==> src/hdl/glpp_pkg.sv <==
package glpp_pkg;

	localparam int MAX_WIDTH_DEF = 256;

	localparam int CFG_IDX_W  = 2;
	localparam int CFG_DATA_W = 16;
	localparam int IMG_W_BITS = 9;
	localparam int IMG_H_BITS = 16;

	typedef enum logic [CFG_IDX_W-1:0] {
		CFG_FORMAT = 2'd0,
		CFG_WIDTH  = 2'd1,
		CFG_HEIGHT = 2'd2
	} cfg_idx_t;

	typedef enum logic [1:0] {
		FMT_VPAGE = 2'd0,  // vertical mono pages, 8 rows per band
		FMT_HMONO = 2'd1,  // horizontal mono, 8 columns per byte
		FMT_GREY4 = 2'd2,  // four-grey pages, 4 rows per band
		FMT_GREY8 = 2'd3   // one grey byte per pixel
	} fmt_t;

	typedef struct packed {
		logic [7:0] pixel_red;
		logic [7:0] pixel_green;
		logic [7:0] pixel_blue;
	} pixel_t;

	typedef struct packed {
		logic [7:0] packed_byte;
		logic       end_of_image;
	} result_t;

	// Luma weights and divide-by-ten through a reciprocal.
	localparam int SUM_W       = 12;
	localparam int LUMA_R_COEF = 3;
	localparam int LUMA_G_COEF = 6;
	localparam int LUMA_B_COEF = 1;
	localparam int GREY_DIV    = 10;
	localparam int GREY_SHIFT  = 16;
	localparam int GREY_RECIP  = (1 << GREY_SHIFT) / GREY_DIV + 1;
	localparam int RECIP_W     = 13;
	localparam int PROD_W      = SUM_W + RECIP_W;

	localparam logic [7:0] DARK_MASK = 8'h80;
	localparam logic [7:0] QUAD_MASK = 8'hC0;

	// Output queue: room for queued beats, the beat in stage 1 and the pixel just taken.
	localparam int QDEPTH = 3;
	localparam int QPTR_W = $clog2(QDEPTH);
	localparam int QLVL_W = $clog2(QDEPTH + 1);

endpackage

==> src/hdl/glpp_stream_if.sv <==
interface glpp_stream_if #(
	parameter type payload_t = logic [7:0]
) ();
	logic     valid;
	logic     ready;
	payload_t data;

	modport source (output valid, output data, input ready);
	modport sink   (input valid, input data, output ready);
	modport mon    (input valid, input data, input ready);
endinterface

==> src/hdl/glpp_out_queue.sv <==
module glpp_out_queue (
	input  logic                           clk,
	input  logic                           arst_n,
	input  logic                           push,
	input  glpp_pkg::result_t              push_data,
	output logic [glpp_pkg::QLVL_W-1:0]    level,
	glpp_stream_if.source                  res
);
	import glpp_pkg::*;

	result_t             entry_q [QDEPTH];
	logic [QPTR_W-1:0]   wr_ptr_q;
	logic [QPTR_W-1:0]   rd_ptr_q;
	logic [QLVL_W-1:0]   level_q;
	logic                pop;

	assign pop       = res.valid && res.ready;
	assign res.valid = (level_q != '0);
	assign res.data  = entry_q[rd_ptr_q];
	assign level     = level_q;

	always_ff @(posedge clk) begin
		if (push) begin
			entry_q[wr_ptr_q] <= push_data;
		end
	end

	always_ff @(posedge clk or negedge arst_n) begin
		if (!arst_n) begin
			wr_ptr_q <= '0;
			rd_ptr_q <= '0;
			level_q  <= '0;
		end else begin
			if (push) begin
				wr_ptr_q <= (wr_ptr_q == QPTR_W'(QDEPTH - 1)) ? '0 : wr_ptr_q + 1'b1;
			end
			if (pop) begin
				rd_ptr_q <= (rd_ptr_q == QPTR_W'(QDEPTH - 1)) ? '0 : rd_ptr_q + 1'b1;
			end
			level_q <= level_q + QLVL_W'(push) - QLVL_W'(pop);
		end
	end
endmodule

==> src/flat_wrapper.sv <==
// flat-port wrapper written by rule: the top's interface ports become plain ports
module glpp_out_queue_flat import glpp_pkg::*;
  (clk, arst_n, push, push_data, level, res_valid, res_data, res_ready);
  glpp_stream_if res_i ();
  input  logic clk;
  input  logic arst_n;
  input  logic push;
  input  glpp_pkg::result_t push_data;
  output logic [glpp_pkg::QLVL_W-1:0] level;
  output wire logic [$bits(res_i.valid)-1:0] res_valid;
  output wire logic [$bits(res_i.data)-1:0] res_data;
  input wire logic [$bits(res_i.ready)-1:0] res_ready;
  assign res_valid = res_i.valid;
  assign res_data = res_i.data;
  assign res_i.ready = res_ready;
  glpp_out_queue u_core (.clk(clk), .arst_n(arst_n), .push(push), .push_data(push_data), .level(level), .res(res_i));
endmodule
==> config.mk <==
export PLATFORM = sky130hd
export DESIGN_NAME = glpp_out_queue_flat
export DESIGN_NICKNAME = d
export VERILOG_FILES = /design/src/hdl/glpp_pkg.sv /design/src/hdl/glpp_stream_if.sv /design/src/hdl/glpp_out_queue.sv /design/src/flat_wrapper.sv
export SDC_FILE = /design/constraint.sdc
export NUM_CORES = 1
export LEC_CHECK = 0
export BUFFER_PORTS_ARGS = -buffer_cell sky130_fd_sc_hd__buf_2
export CELL_PAD_IN_SITES_DETAIL_PLACEMENT = 1
export CELL_PAD_IN_SITES_GLOBAL_PLACEMENT = 1
export CORE_MARGIN = 10
export CORE_UTILIZATION = 36
export CTS_CLUSTER_DIAMETER = 60
export CTS_CLUSTER_SIZE = 14
export DETAILED_ROUTE_END_ITERATION = 12
export MAX_ROUTING_LAYER = met4
export PLACE_DENSITY = 0.64
export SYNTH_ARGS = -nofsm -noshare
export SYNTH_HDL_FRONTEND = slang
export SYNTH_SLANG_ARGS = --single-unit
==> constraint.sdc <==
create_clock -name clk -period 2.68 [get_ports clk]
set_clock_uncertainty 0.05 [all_clocks]
set_input_delay 0.134 -clock clk [delete_from_list [all_inputs] [get_ports clk]]
set_output_delay 0.134 -clock clk [all_outputs]
set_load 0.01 [all_outputs]
==> metrics.txt <==
# TYPE chip_impl_metric gauge
chip_impl_metric{name="slew_worst_pin",unit="ps"} 754
chip_impl_metric{name="antenna_found_initial",unit=""} 0
chip_impl_metric{name="vias_per_cell",unit=""} 4.64
chip_impl_metric{name="cts_max_path_buffers",unit=""} 2
chip_impl_metric{name="reg2regPathDepth",unit=""} 7
chip_impl_metric{name="core-area",unit="um2"} 3100
chip_impl_metric{name="power.static_leakage",unit="nW"} 0.607
chip_impl_metric{name="timing.critical_path.fanout_max",unit=""} 11
chip_impl_metric{name="clock_sink_count",unit=""} 30
chip_impl_info{name="endpoint_kind",value="primary output"} 1
chip_impl_metric{name="hold_viol_final",unit=""} 0
chip_impl_metric{name="fraction_of_final_layout_cells_with_drive_strength_greater_than_1",unit="%"} 30.4
chip_impl_metric{name="die_width",unit="um"} 77.6
chip_impl_info{name="final_cell_mix",value="sky130_fd_sc_hd__edfxtp_1, sky130_fd_sc_hd__buf_2, sky130_fd_sc_hd__dlygate4sd3_1, sky130_fd_sc_hd__mux2i_1, sky130_fd_sc_hd__nand2_1"} 1
chip_impl_metric{name="wire_length_per_cell",unit="um"} 15.3
chip_impl_metric{name="routedLengthMet1",unit="um"} 963
chip_impl_metric{name="first_global_vias",unit=""} 824
chip_impl_metric{name="postLayoutSetupSlackWorst",unit="ps"} 965
chip_impl_metric{name="headroom_to_the_max_slew_limit",unit="%"} 49.5
chip_impl_info{name="crit_path_top_delay_cell",value="sky130_fd_sc_hd__dfrtp_1"} 1
chip_impl_metric{name="setup_total_negative_slack",unit="ps"} 0
chip_impl_metric{name="largest_net_degree_at_the_start_of_global_routing",unit=""} 20
chip_impl_info{name="unrepaired_setup_endpoints_after_global_routing",value="no"} 1
chip_impl_metric{name="dpl_cell_area",unit="um2"} 1340
chip_impl_metric{name="start_util",unit="%"} 38.5
chip_impl_metric{name="place_congestion",unit=""} 0.639
chip_impl_metric{name="layout_min_cycle_time",unit="ps"} 1710
chip_impl_metric{name="dp_hpwl",unit="um"} 1690
chip_impl_metric{name="stdcell_count",unit=""} 159
chip_impl_metric{name="global_route_wire_length_before_repair",unit="um"} 4150
chip_impl_metric{name="drtIter0Drc",unit=""} 20
chip_impl_metric{name="vdd.ir_drop.worst",unit="mV"} 0.365
chip_impl_metric{name="die_height",unit="um"} 77.6
chip_impl_metric{name="synth_largest_type_area_fraction",unit="%"} 60.3
chip_impl_info{name="timing_worst_setup_path_type",value="flop to primary output"} 1
chip_impl_metric{name="p_seq_share",unit="%"} 51.9
chip_impl_metric{name="hold-worst-slack",unit="ps"} 101
chip_impl_info{name="series_of_cell_instances_along_the_critical_path",value="mux2i_1 > o21ai_1 > buf_2"} 1
chip_impl_metric{name="finalMaxSlewViolations",unit=""} 0
chip_impl_metric{name="cts-buffers-inserted",unit=""} 5
chip_impl_info{name="reg2reg_from",value="u_core.level[1]"} 1
chip_impl_metric{name="syn_avg_cell_area",unit="um2"} 15.5
chip_impl_metric{name="met2WireLength",unit="um"} 1330
chip_impl_metric{name="insertedDiodeCount",unit=""} 0
chip_impl_metric{name="totalWireLength",unit="um"} 2430
chip_impl_metric{name="finish.instance_area",unit="um2"} 1500
chip_impl_metric{name="switchingPower",unit="W"} 0.000465
chip_impl_metric{name="power.share.clock",unit="%"} 18.5
chip_impl_info{name="synth_area_leaders",value="sky130_fd_sc_hd__edfxtp_1, sky130_fd_sc_hd__dfrtp_1, sky130_fd_sc_hd__mux2i_1"} 1
chip_impl_metric{name="final_net_count",unit=""} 129
chip_impl_metric{name="maxClockFrequency",unit="MHz"} 583
chip_impl_metric{name="drt_pass1_iterations",unit=""} 4
chip_impl_metric{name="setup-violations-final",unit=""} 0
chip_impl_metric{name="clkLatencyLatePin",unit="ps"} 320
chip_impl_metric{name="fp-row-count",unit=""} 20
chip_impl_metric{name="htreeDepth",unit=""} 2
chip_impl_metric{name="cap_viol_max_count",unit=""} 0
chip_impl_metric{name="place.port_buffers",unit=""} 22
chip_impl_metric{name="drc",unit=""} 0
chip_impl_metric{name="post_cts_resized",unit=""} 0
chip_impl_info{name="tritoncts",value="built"} 1
chip_impl_info{name="route.top_layer_used",value="met4"} 1
chip_impl_metric{name="worst-endpoint-arrival",unit="ps"} 1530
chip_impl_metric{name="pre_cts_slack",unit="ps"} 1030
chip_impl_metric{name="power_density",unit="nW/um2"} 918
chip_impl_metric{name="r2r_slack",unit="ps"} 1050
chip_impl_metric{name="cp.required",unit="ps"} 2500
chip_impl_metric{name="power_frac_comb",unit="%"} 29.6
chip_impl_metric{name="syn2layout_area_growth",unit="%"} 25.1
chip_impl_info{name="startpoint_type",value="flop"} 1
chip_impl_info{name="worst_flop_to_flop_path_endpoint",value="u_core.level[1]"} 1
chip_impl_metric{name="yosysWarningCount",unit=""} 0
chip_impl_metric{name="num_vias",unit=""} 737
chip_impl_metric{name="syn_area",unit="um2"} 1190
chip_impl_info{name="outcome",value="complete, no violations"} 1
chip_impl_metric{name="detailroute.wirelength.met3",unit="um"} 103
chip_impl_metric{name="detail-route-antenna-nets",unit=""} 0
chip_impl_metric{name="num_io_pins",unit=""} 24
chip_impl_metric{name="cellInternalPower",unit="W"} 0.000907
chip_impl_info{name="layout_commonest_cell",value="sky130_fd_sc_hd__edfxtp_1"} 1
chip_impl_metric{name="grt.overflow.total",unit=""} 0
chip_impl_metric{name="overall_routing_resource_usage",unit="%"} 9.11
chip_impl_metric{name="synth.distinct_cells",unit=""} 19
chip_impl_metric{name="fp.dieArea",unit="um2"} 6020
chip_impl_info{name="clock_root_buffer_master",value="sky130_fd_sc_hd__clkbuf_4"} 1
chip_impl_metric{name="synth-seq-cells",unit=""} 30
chip_impl_metric{name="cp_slowest_stage_delay",unit="ps"} 700
chip_impl_metric{name="synth.net_count",unit=""} 92
chip_impl_info{name="worst_hold_path_type",value="input port to asynchronous set/reset pin"} 1
chip_impl_metric{name="p_sw_share",unit="%"} 33.9
chip_impl_metric{name="post-place-cells",unit=""} 141
chip_impl_metric{name="fin_crit_sh",unit="%"} 64.0
chip_impl_metric{name="post_synth_inst_count",unit=""} 77
chip_impl_info{name="yosysTopAreaCell",value="sky130_fd_sc_hd__edfxtp_1"} 1
chip_impl_metric{name="synth_seq_area_share",unit="%"} 72.9
chip_impl_metric{name="clk_pin_slew_worst_setup_hold_paths",unit="ps"} 90
## cells by family after synthesis
| logic type | share of synthesized area, % |
|---|---|
| AO/OA/AOI/OAI | 4.71 |
| buffers and inverters | 3.25 |
| AND/OR/NAND/NOR | 6.18 |
| adder cells (fa/ha/maj) | 2.09 |
| multiplexers | 9.42 |
| flip-flops | 72.9 |
| XOR/XNOR | 1.47 |
## state kept, by name, summed over array words and instances (netlist names)
register         flops
u_core.rd_ptr_q      2
u_core.wr_ptr_q      2
u_core.level         2
u_core.entry_q      24
## synthesized netlist by cell type, drive strengths merged
cell and instances:
edfxtp 24, mux2i 9, nand2 9, o21ai 9
dfrtp 6, inv 4, buf 3, ha 2
mux2 2, nor2 2, nor3b 2, xnor2 2
a21o 1, nor2b 1, or2 1
## critical path: cells and delay by family (launching register included)
| kind | cells | cell delay [ps] |
|---|---|---|
| flops | 1 | 700 |
| compound gates | 1 | 90 |
| buf+inv | 1 | 170 |
| mux | 1 | 250 |
## through the flow
| step | utilization [%] | total power, W |
|---|---|---|
| 2_1_floorplan | - | 0.000987 |
| 3_3_place_gp | 43.3 | 0.00111 |
| 3_5_place_dp | 43.3 | 0.00114 |
| 4_1_cts | 48.2 | 0.00140 |
| 5_1_grt | 48.2 | 0.00148 |
| 6_report | 48.2 | 0.00137 |
## metal layers
layer / vias to the layer above / GRT usage [%]
met1: 366 / 8.96
met2: 15 / 15.0
met3: 5 / 3.92
li1: 351 / -
met5: - / -
met4: 0 / 4.74
## worst max-delay path by stage
stage	startpoint	endpoint	slack, ps
6_report	u_core.rd_ptr_q[0]	res_data[5]	970
5_1_grt	u_core.rd_ptr_q[0]	res_data[0]	820
4_1_cts	u_core.rd_ptr_q[0]	res_data[5]	940
3_5_place_dp	u_core.level[1]	u_core.level[1]	1030
3_3_place_gp	u_core.level[1]	u_core.level[1]	1100
2_1_floorplan	u_core.level[1]	u_core.level[1]	1120
## power by group through the flow
| stage | sequential (W) | combinational (W) | clock, W |
|---|---|---|---|
| detailed placement | 0.000725 | 0.000415 | 0 |
| global placement | 0.000718 | 0.000395 | 0 |
| floorplan | 0.000655 | 0.000332 | 0 |
| CTS | 0.000714 | 0.000426 | 0.000265 |
| global route | 0.000732 | 0.000459 | 0.000286 |
| finish | 0.000712 | 0.000407 | 0.000254 |
## area by class of cell
type / count / area (um2)
flip-flops and latches: 30 / 871
clock buffers: 6 / 41.3
clock inverters: 2 / 10.0
multi-input cells: 40 / 285
fillers: 347 / 1610
inverters: 4 / 15.0
repair buffers: 33 / 218
well taps: 44 / 55.1
## what timing repair did
action                    CTS  global route
hold endpoints to repair   31             0
buffers inserted            0             0
hold buffers               10             0
(Power assumes the default switching activity.)
